==> src/design/fir_convolution_with_tail_assert.svh <==
// ---------------------------------------------------------------------------
// fir convolution with tail - assertion macros
// shared property forms, clocked on clk and disabled in reset
// ---------------------------------------------------------------------------
`ifndef FIR_CONVOLUTION_WITH_TAIL_ASSERT_SVH
`define FIR_CONVOLUTION_WITH_TAIL_ASSERT_SVH

// condition holds on every edge out of reset
`define FCT_ASSERT_ALWAYS(lbl, cond, msg) \
  lbl: assert property (@(posedge clk) disable iff (!rst_n) (cond)) else $error(msg);

// same-cycle implication
`define FCT_ASSERT_HOLD(lbl, ante, cons, msg) \
  lbl: assert property (@(posedge clk) disable iff (!rst_n) (ante) |-> (cons)) \
    else $error(msg);

// next-cycle implication
`define FCT_ASSERT_NEXT(lbl, ante, cons, msg) \
  lbl: assert property (@(posedge clk) disable iff (!rst_n) (ante) |=> (cons)) \
    else $error(msg);

`endif

==> src/design/fct_pkg.sv <==
// ---------------------------------------------------------------------------
// fct_pkg
// shared types and constants of the streaming fir filter
// ---------------------------------------------------------------------------
package fct_pkg;

  localparam int COEF_BITS = 16;
  localparam int FRAC_BITS = 15;
  localparam int TAPCFG_BITS = 7;
  localparam int CIDX_BITS = 6;

  typedef logic [1:0] op_t;

  localparam op_t OP_FILTER = 2'd0;
  localparam op_t OP_COEF   = 2'd1;
  localparam op_t OP_CLEAR  = 2'd2;

  typedef struct packed {
    logic hist_wr;
    logic coef_wr;
    logic hist_clr;
    logic tap_issue;
    logic round_en;
    logic out_load;
  } ctl_cmd_t;

  typedef struct packed {
    logic last_tap;
    logic mac_busy;
    logic out_free;
  } dp_stat_t;

endpackage

==> src/design/fct_ctrl.sv <==
// ---------------------------------------------------------------------------
// fct_ctrl
// sequencer: item decode, tap loop, pipeline drain, round and output load
// ---------------------------------------------------------------------------
module fct_ctrl (
  input  logic              clk,
  input  logic              rst_n,
  input  logic              in_valid,
  input  fct_pkg::op_t      in_op,
  output logic              in_stall,
  output fct_pkg::ctl_cmd_t cmd,
  input  fct_pkg::dp_stat_t st
);
  import fct_pkg::*;

`include "fir_convolution_with_tail_assert.svh"

  localparam logic [2:0] S_IDLE  = 3'd0;
  localparam logic [2:0] S_RUN   = 3'd1;
  localparam logic [2:0] S_DRAIN = 3'd2;
  localparam logic [2:0] S_ROUND = 3'd3;
  localparam logic [2:0] S_OUT   = 3'd4;

  logic [2:0] state_r;
  logic [2:0] state_nxt;

  assign in_stall = (state_r != S_IDLE);

  always_comb begin
    state_nxt = state_r;
    cmd       = '0;
    unique case (state_r)
      S_IDLE: begin
        if (in_valid) begin
          unique case (in_op)
            OP_FILTER: begin
              cmd.hist_wr = 1'b1;
              state_nxt   = S_RUN;
            end
            OP_COEF:  cmd.coef_wr  = 1'b1;
            OP_CLEAR: cmd.hist_clr = 1'b1;
            default: ;
          endcase
        end
      end
      S_RUN: begin
        cmd.tap_issue = 1'b1;
        if (st.last_tap) begin
          state_nxt = S_DRAIN;
        end
      end
      S_DRAIN: begin
        if (!st.mac_busy) begin
          state_nxt = S_ROUND;
        end
      end
      S_ROUND: begin
        cmd.round_en = 1'b1;
        state_nxt    = S_OUT;
      end
      S_OUT: begin
        if (st.out_free) begin
          cmd.out_load = 1'b1;
          state_nxt    = S_IDLE;
        end
      end
      default: state_nxt = S_IDLE;
    endcase
  end

  always_ff @(posedge clk) begin
    if (!rst_n) begin
      state_r <= S_IDLE;
    end else begin
      state_r <= state_nxt;
    end
  end

  `FCT_ASSERT_NEXT(a_start_run, cmd.hist_wr, state_r == S_RUN, "filter beat did not start tap loop")
  `FCT_ASSERT_NEXT(a_drain, (state_r == S_RUN) && st.last_tap, (state_r == S_DRAIN) && st.mac_busy, "mac pipeline empty after last tap")
  `FCT_ASSERT_HOLD(a_round_idle, state_r == S_ROUND, !st.mac_busy, "rounding while mac busy")

endmodule

==> src/design/fct_dp.sv <==
// ---------------------------------------------------------------------------
// fct_dp
// coefficient and history memories, shared multiply-accumulate,
// rounding, saturation and output register
// ---------------------------------------------------------------------------
module fct_dp #(
  parameter int MAX_TAPS    = 64,
  parameter int SAMPLE_BITS = 16
) (
  input  logic                                     clk,
  input  logic                                     rst_n,
  input  logic                                     cfg_we,
  input  logic [fct_pkg::TAPCFG_BITS-1:0]          cfg_tap_count,
  input  fct_pkg::ctl_cmd_t                        cmd,
  output fct_pkg::dp_stat_t                        st,
  input  logic signed [SAMPLE_BITS-1:0]            in_sample_in,
  input  logic [fct_pkg::CIDX_BITS-1:0]            in_coef_index,
  input  logic signed [fct_pkg::COEF_BITS-1:0]     in_coef_value,
  input  logic                                     out_stall,
  output logic                                     out_valid,
  output logic signed [SAMPLE_BITS-1:0]            out_filtered_sample,
  output logic                                     out_saturated
);
  import fct_pkg::*;

`include "fir_convolution_with_tail_assert.svh"

  localparam int IDX_W  = $clog2(MAX_TAPS);
  localparam int CNT_W  = ($clog2(MAX_TAPS + 1) > TAPCFG_BITS) ?
                          $clog2(MAX_TAPS + 1) : TAPCFG_BITS;
  localparam int PROD_W = COEF_BITS + SAMPLE_BITS;
  localparam int ACC_W  = PROD_W + IDX_W + 1;
  localparam int RND_W  = ACC_W - FRAC_BITS;

  localparam logic [CNT_W-1:0] MAX_CNT = CNT_W'(MAX_TAPS);
  localparam logic [IDX_W-1:0] LAST_IDX = IDX_W'(MAX_TAPS - 1);
  localparam logic signed [RND_W-1:0] MAXV =
    {{(RND_W - SAMPLE_BITS + 1){1'b0}}, {(SAMPLE_BITS - 1){1'b1}}};
  localparam logic signed [RND_W-1:0] MINV =
    {{(RND_W - SAMPLE_BITS + 1){1'b1}}, {(SAMPLE_BITS - 1){1'b0}}};
  localparam logic signed [ACC_W-1:0] HALF = ACC_W'(1) <<< (FRAC_BITS - 1);

  logic [COEF_BITS-1:0]   coef_mem [MAX_TAPS];
  logic [SAMPLE_BITS-1:0] hist_mem [MAX_TAPS];

  logic [TAPCFG_BITS-1:0] tap_count_r;
  logic [IDX_W-1:0]       ptr_r;
  logic [CNT_W-1:0]       fill_r;
  logic [IDX_W-1:0]       rd_pos_r;
  logic [CNT_W-1:0]       j_r;

  logic                          s1_vld_r;
  logic                          hv_r;
  logic signed [COEF_BITS-1:0]   coef_q_r;
  logic signed [SAMPLE_BITS-1:0] hist_q_r;
  logic                          s2_vld_r;
  logic signed [PROD_W-1:0]      prod_r;
  logic signed [ACC_W-1:0]       acc_r;
  logic signed [RND_W-1:0]       rnd_r;

  logic                          out_valid_r;
  logic signed [SAMPLE_BITS-1:0] out_data_r;
  logic                          out_sat_r;

  logic [CNT_W-1:0]              tc_ext;
  logic [CNT_W-1:0]              eff_taps;
  logic [CNT_W-1:0]              ci_ext;
  logic signed [SAMPLE_BITS-1:0] hist_op;
  logic signed [PROD_W-1:0]      prod_nxt;
  logic signed [ACC_W-1:0]       rsum;

  // clamp of the tap count register
  always_comb begin
    tc_ext = CNT_W'(tap_count_r);
    if (tc_ext == '0) begin
      eff_taps = CNT_W'(1);
    end else if (tc_ext > MAX_CNT) begin
      eff_taps = MAX_CNT;
    end else begin
      eff_taps = tc_ext;
    end
  end

  assign ci_ext      = CNT_W'(in_coef_index);
  assign st.last_tap = (j_r == (eff_taps - CNT_W'(1)));
  assign st.mac_busy = s1_vld_r | s2_vld_r;
  assign st.out_free = !out_valid_r || !out_stall;

  always_ff @(posedge clk) begin
    if (!rst_n) begin
      tap_count_r <= TAPCFG_BITS'(1);
    end else if (cfg_we) begin
      tap_count_r <= cfg_tap_count;
    end
  end

  // memories, registered read
  always_ff @(posedge clk) begin
    if (cmd.coef_wr && (ci_ext < MAX_CNT)) begin
      coef_mem[ci_ext[IDX_W-1:0]] <= in_coef_value;
    end
    if (cmd.tap_issue) begin
      coef_q_r <= coef_mem[j_r[IDX_W-1:0]];
    end
  end

  always_ff @(posedge clk) begin
    if (cmd.hist_wr) begin
      hist_mem[ptr_r] <= in_sample_in;
    end
    if (cmd.tap_issue) begin
      hist_q_r <= hist_mem[rd_pos_r];
    end
  end

  // history pointer, fill count and tap walk
  always_ff @(posedge clk) begin
    if (!rst_n) begin
      ptr_r  <= '0;
      fill_r <= '0;
    end else if (cmd.hist_clr) begin
      ptr_r  <= '0;
      fill_r <= '0;
    end else if (cmd.hist_wr) begin
      ptr_r <= (ptr_r == LAST_IDX) ? '0 : ptr_r + IDX_W'(1);
      if (fill_r != MAX_CNT) begin
        fill_r <= fill_r + CNT_W'(1);
      end
    end
  end

  always_ff @(posedge clk) begin
    if (cmd.hist_wr) begin
      rd_pos_r <= ptr_r;
      j_r      <= '0;
    end else if (cmd.tap_issue) begin
      rd_pos_r <= (rd_pos_r == '0) ? LAST_IDX : rd_pos_r - IDX_W'(1);
      j_r      <= j_r + CNT_W'(1);
    end
    if (cmd.tap_issue) begin
      hv_r <= (j_r < fill_r);
    end
  end

  // multiply-accumulate pipeline
  assign hist_op  = hv_r ? hist_q_r : '0;
  assign prod_nxt = coef_q_r * hist_op;

  always_ff @(posedge clk) begin
    if (!rst_n) begin
      s1_vld_r <= 1'b0;
      s2_vld_r <= 1'b0;
    end else begin
      s1_vld_r <= cmd.tap_issue;
      s2_vld_r <= s1_vld_r;
    end
  end

  always_ff @(posedge clk) begin
    if (s1_vld_r) begin
      prod_r <= prod_nxt;
    end
    if (cmd.hist_wr) begin
      acc_r <= '0;
    end else if (s2_vld_r) begin
      acc_r <= acc_r + ACC_W'(prod_r);
    end
  end

  // round half up, then saturate
  assign rsum = acc_r + HALF;

  always_ff @(posedge clk) begin
    if (cmd.round_en) begin
      rnd_r <= rsum[ACC_W-1:FRAC_BITS];
    end
  end

  always_ff @(posedge clk) begin
    if (!rst_n) begin
      out_valid_r <= 1'b0;
    end else if (cmd.out_load) begin
      out_valid_r <= 1'b1;
    end else if (!out_stall) begin
      out_valid_r <= 1'b0;
    end
  end

  always_ff @(posedge clk) begin
    if (cmd.out_load) begin
      if (rnd_r > MAXV) begin
        out_data_r <= MAXV[SAMPLE_BITS-1:0];
        out_sat_r  <= 1'b1;
      end else if (rnd_r < MINV) begin
        out_data_r <= MINV[SAMPLE_BITS-1:0];
        out_sat_r  <= 1'b1;
      end else begin
        out_data_r <= rnd_r[SAMPLE_BITS-1:0];
        out_sat_r  <= 1'b0;
      end
    end
  end

  assign out_valid           = out_valid_r;
  assign out_filtered_sample = out_data_r;
  assign out_saturated       = out_sat_r;

  `FCT_ASSERT_ALWAYS(a_fill_bound, fill_r <= MAX_CNT, "history fill count past depth")
  `FCT_ASSERT_NEXT(a_clr_empty, cmd.hist_clr, (fill_r == '0) && (ptr_r == '0), "history clear not taken")

endmodule

==> src/design/fir_convolution_with_tail.sv <==
// ---------------------------------------------------------------------------
// fir_convolution_with_tail
// streaming direct-form fir filter with carried sample history
// ---------------------------------------------------------------------------
// One filter beat (op 0) stores its sample and returns one result,
// sum of coef[j] * x[n-j] over the taps in use, rounded from Q1.15 and
// saturated to SAMPLE_BITS with a flag. A filter beat occupies the input
// until its result is loaded: one shared multiplier walks the taps one per
// cycle over single-port coefficient and history memories, followed by a
// pipeline drain, a rounding step and the output load; the load waits while
// the previous result is still stalled. Coefficient writes (op 1) and
// history clears (op 2) are taken without a stall and return no result;
// op 3 is ignored. Taps must be written before they are used. The history
// clear is immediate and needs no sweep. cfg_ready is always high; the
// user must change tap_count only while the filter is idle (not enforced).
// ---------------------------------------------------------------------------
module fir_convolution_with_tail #(
  parameter int MAX_TAPS    = 64,
  parameter int SAMPLE_BITS = 16
) (
  input  logic                                 clk,
  input  logic                                 rst_n,
  input  logic                                 cfg_valid,
  output logic                                 cfg_ready,
  input  logic [fct_pkg::TAPCFG_BITS-1:0]      cfg_tap_count,
  input  logic                                 in_valid,
  output logic                                 in_stall,
  input  fct_pkg::op_t                         in_op,
  input  logic signed [SAMPLE_BITS-1:0]        in_sample_in,
  input  logic [fct_pkg::CIDX_BITS-1:0]        in_coef_index,
  input  logic signed [fct_pkg::COEF_BITS-1:0] in_coef_value,
  output logic                                 out_valid,
  input  logic                                 out_stall,
  output logic signed [SAMPLE_BITS-1:0]        out_filtered_sample,
  output logic                                 out_saturated
);
  import fct_pkg::*;

  ctl_cmd_t cmd;
  dp_stat_t st;
  logic     cfg_we;

  assign cfg_ready = 1'b1;
  assign cfg_we    = cfg_valid && cfg_ready;

  fct_ctrl u_ctrl (
    .clk      (clk),
    .rst_n    (rst_n),
    .in_valid (in_valid),
    .in_op    (in_op),
    .in_stall (in_stall),
    .cmd      (cmd),
    .st       (st)
  );

  fct_dp #(
    .MAX_TAPS    (MAX_TAPS),
    .SAMPLE_BITS (SAMPLE_BITS)
  ) u_dp (
    .clk                 (clk),
    .rst_n               (rst_n),
    .cfg_we              (cfg_we),
    .cfg_tap_count       (cfg_tap_count),
    .cmd                 (cmd),
    .st                  (st),
    .in_sample_in        (in_sample_in),
    .in_coef_index       (in_coef_index),
    .in_coef_value       (in_coef_value),
    .out_stall           (out_stall),
    .out_valid           (out_valid),
    .out_filtered_sample (out_filtered_sample),
    .out_saturated       (out_saturated)
  );

endmodule

==> config.mk <==
export PLATFORM = sky130hd
export DESIGN_NAME = fir_convolution_with_tail
export DESIGN_NICKNAME = d
export VERILOG_FILES = /design/src/design/fct_pkg.sv /design/src/design/fct_ctrl.sv /design/src/design/fct_dp.sv /design/src/design/fir_convolution_with_tail.sv
export VERILOG_INCLUDE_DIRS = /design/src /design/src/design
export SDC_FILE = /design/constraint.sdc
export NUM_CORES = 2
export LEC_CHECK = 0
export ABC_AREA = 1
export BUFFER_PORTS_ARGS = -buffer_cell sky130_fd_sc_hd__buf_4
export CAP_MARGIN = 20
export CELL_PAD_IN_SITES_DETAIL_PLACEMENT = 0
export CELL_PAD_IN_SITES_GLOBAL_PLACEMENT = 1
export CORE_ASPECT_RATIO = 0.75
export CORE_UTILIZATION = 52
export CTS_CLUSTER_SIZE = 10
export DETAILED_ROUTE_END_ITERATION = 12
export PLACE_DENSITY_LB_ADDON = 0.05
export SYNTH_ARGS = -nofsm -noshare
export SYNTH_HDL_FRONTEND = slang
export SYNTH_SLANG_ARGS = --single-unit
==> constraint.sdc <==
create_clock -name clk -period 8.1 [get_ports clk]
set_input_delay 0.405 -clock clk [delete_from_list [all_inputs] [get_ports clk]]
set_output_delay 0.405 -clock clk [all_outputs]
set_load 0.005 [all_outputs]
==> flow_metrics.env <==
export IMPL_status="complete, no violations"
export IMPL_core_area_um2=190000
export IMPL_setup_viol=0
export IMPL_yosys_area_share_adder=0.0695
export IMPL_grtUsageTotal=0.287
export IMPL_finalWirelength_mm=280
export IMPL_rows=138
export IMPL_synth_seq_area_share=0.664
export IMPL_grt_max_degree=187
export IMPL_cts_tree="built"
export IMPL_final_common_cell="edfxtp_1"
export IMPL_die_x_um=508
export IMPL_r2r_slack_ns=1.23
export IMPL_ys_warn_count=0
export IMPL_synth_cells=8284
export IMPL_synth_fp_nets=8733
export IMPL_clock_sinks=2232
export IMPL_synth_top_family_by_area="compound AO/OA/AOI/OAI gates"
export IMPL_final_setup_skew_ns=0.0701
export IMPL_dr_pass1_iters=6
export IMPL_path_cells="nand2_1, inv_1, nand2_1, fa_1, inv_1, fa_1, fa_1, fa_1, fa_1, inv_1, fa_1, inv_1, ha_1, nand2_1, nor4_1, nand4_1, nand3_1, a21oi_1, xnor2_1"
export IMPL_synth_compound_area_frac=0.110
export IMPL_clk_insertion_delay_late_ns=0.91
export IMPL_synth_async_reset_ratio=0
export IMPL_drv_cap=0
export IMPL_portBuffers=70
export IMPL_final_hold_viol_count=0
export IMPL_die_h_um=382
export IMPL_wl_met2_mm=121
export IMPL_ctsResizeCount=0
export IMPL_grt_ovfl_total=0
export IMPL_pin_count=72
export IMPL_top_layer="met5"
export IMPL_yosys_area_share_simple=0.105
export IMPL_worstHoldStart="in_coef_value[5]"
export IMPL_clk_pin_slew_ns=0.06
export IMPL_synth_flop_cell="edfxtp_1"
export IMPL_synth_cell_types=64
export IMPL_synthXorXnorAreaFrac=0.00754
export IMPL_cts_root_buf="clkbuf_16"
export IMPL_ant_nets=0
export IMPL_period_share=0.848
export IMPL_drc=0
export IMPL_synth_edf_count=2160
export IMPL_cpMaxStageDelayCell="edfxtp_1"
export IMPL_met3_length_mm=27.6
export IMPL_timing_critical_path_slowest_cell_delay_ns=0.76
export IMPL_ys_ff_latch=2232
export IMPL_hold_path_class="input port to flop"
export IMPL_slew_violations=0
export IMPL_crit_buf_inv=4
export IMPL_path_max_fanout=17
export IMPL_timing_reg2reg_worst_path_depth=19
export IMPL_syn_area_per_cell_um2=12.1
export IMPL_wl_per_cell_um=25.6
export IMPL_rsz0062_at_grt="no"
export IMPL_cp_start_kind="flop"
export IMPL_initial_core_util=0.526
export IMPL_reg2reg_to="u_dp.prod_r[25]"
export IMPL_reg2reg_from="u_dp.hv_r"
export IMPL_muxShareOfSynthArea=0.00472
export IMPL_critPathKind="flop to flop"
export IMPL_vias=66300
export IMPL_crit_top_cell="fa_1"
export IMPL_max_slew_worst_pin_slew_ns=1.12
export IMPL_area_growth_pct=11.0
export IMPL_die_area_um2=194000
export IMPL_ctsLongestPathBuffers=4
export IMPL_drive_gt1_frac=0.0746
export IMPL_postCtsSetupRepairBufs=0
export IMPL_maxSlewHeadroom=0.253
export IMPL_setup_worst_path_end_class="flop"
export IMPL_fin_nets=8833
export IMPL_htree_levels=5
export IMPL_numCtsBuffers=275
export IMPL_antenna_found_initial=15
export IMPL_dr_first_iter_drc_count=8014
export IMPL_dp_hpwl_mm=166
export IMPL_final_cell_mix="edfxtp_1, nor2_1, o21ai_0, nand2_1, inv_1"
export IMPL_syn_cell_area_um2=99900
export IMPL_cp_top_family="adder cells"
export IMPL_arrival_ns=7.47
export IMPL_gp_congestion=0.954
export IMPL_fmax_mhz=146
export IMPL_fill_cells=15500
export IMPL_holdPathStages=1
export IMPL_fin_setup_tns_ns=0
export IMPL_wl_met1_mm=127
export IMPL_via_per_inst=6.05
export IMPL_cp_data_required_time_ns=8.70
export IMPL_grt_pass1_wl_mm=411
export IMPL_grt_pass1_vias=62200
export IMPL_fin_crit_ns=6.87
export IMPL_worstHoldEndpoint="u_dp.coef_mem[12][5]"
-- worst reg2reg max path, stage by stage (launching register included) --
cell	delay, ns
edfxtp_1	0.76
nand2_1	0.36
inv_1	0.46
nand2_1	0.15
fa_1	0.56
inv_1	0.06
fa_1	0.58
fa_1	0.47
fa_1	0.47
fa_1	0.50
inv_1	0.05
fa_1	0.47
inv_1	0.04
ha_1	0.34
nand2_1	0.15
nor4_1	0.61
nand4_1	0.17
nand3_1	0.19
a21oi_1	0.12
xnor2_1	0.14
-- synthesized netlist by cell type, types with 12 or more instances --
master / number / share of area
ha_1: 134 / 0.017
nand3_1: 213 / 0.011
a21boi_0: 16 / 0.0012
clkbuf_1: 307 / 0.012
edfxtp_1: 2160 / 0.65
nand4_1: 50 / 0.0031
o221ai_1: 166 / 0.015
dfxtp_1: 72 / 0.014
a21oi_1: 290 / 0.015
o211ai_1: 50 / 0.0038
buf_1: 21 / 0.00079
nand2_1: 877 / 0.033
o21ai_0: 1009 / 0.051
inv_1: 529 / 0.020
o22ai_1: 299 / 0.019
a221oi_1: 16 / 0.0014
nor2_1: 1350 / 0.051
buf_2: 112 / 0.0056
mux2i_1: 46 / 0.0046
nor3_1: 65 / 0.0033
buf_4: 17 / 0.0013
xnor2_1: 21 / 0.0018
xor2_1: 65 / 0.0057
fa_1: 263 / 0.053
o21bai_1: 12 / 0.00090
-- layer usage --
metal  track usage  up-vias
li1              -    29700
met1         0.451    33300
met2         0.407     2902
met3        0.0632      368
met4        0.0602        6
met5             0        -
-- registers in the layout, summed over array words and instances, names as in the netlist --
name,count
u_dp.hv_r,1
u_dp.s2_vld_r,1
u_dp.hist_mem,1024
u_dp.tap_count_r,7
u_dp.out_saturated,1
u_dp.prod_r,32
u_dp.hist_q_r,16
u_dp.coef_q_r,16
u_dp.rnd_r,24
u_dp.j_r,7
u_dp.out_valid,1
u_dp.ptr_r,6
u_dp.fill_r,7
u_dp.out_filtered_sample,16
u_dp.acc_r,39
u_dp.s1_vld_r,1
u_ctrl.state_r,3
u_dp.coef_mem,1024
u_dp.rd_pos_r,6
-- how the worst max path moves through the flow --
stage	startpoint	endpoint	slack [ns]	depth (start not counted)
after global placement	u_dp.hv_r	u_dp.prod_r[31]	1.52	19
final	u_dp.hv_r	u_dp.prod_r[25]	1.23	19
after global routing	u_dp.hv_r	u_dp.prod_r[25]	0.94	19
after detailed placement	u_dp.hv_r	u_dp.prod_r[25]	1.40	19
after CTS	u_dp.hv_r	u_dp.prod_r[25]	1.38	19
after floorplan	u_dp.hv_r	u_dp.prod_r[31]	2.11	21
-- layout make-up --
type                            count  area [um^2]  area share
Antenna cell                        5         12.5    0.000113
Clock buffer                      326         7260      0.0655
Clock inverter                      8         97.6    0.000881
Inverter                          550         2090      0.0189
Multi-Input combinational cell   5044        29600       0.267
Sequential cell                  2232        66300       0.598
Tap cell                         2520         3150      0.0284
Timing Repair Buffer              281         2250      0.0203
-- repair_timing --
action | 4_1_cts | 5_1_grt
hold endpoints to repair | 13 | 0
hold buffers | 10 | 0
setup endpoints to repair | 0 | 0
-- cell families after synthesis --
group / Yosys count
adder cells (fa/ha/maj): 397
buffers and inverters: 1008
flip-flops: 2232
AND/OR/NAND/NOR: 2602
XOR/XNOR: 86
AO/OA/AOI/OAI: 1911
other: 1
multiplexers: 47
-- stage by stage --
stage	setup WS (ns)	cells	instance area [um^2]	hold slack, ns	util
floorplan	2.11	8284	99900	0.442	-
global placement	1.52	10600	103000	0.453	0.545
detailed placement	1.40	10600	103000	0.464	0.545
CTS	1.38	11000	111000	0.0289	0.584
global route	0.940	11000	111000	0.0490	0.584
finish	1.23	11000	111000	0.0488	0.584
Power is left out: the tool's default activity adds up to more than one toggle a clock period on the data nets, which glitch-free logic cannot reach.
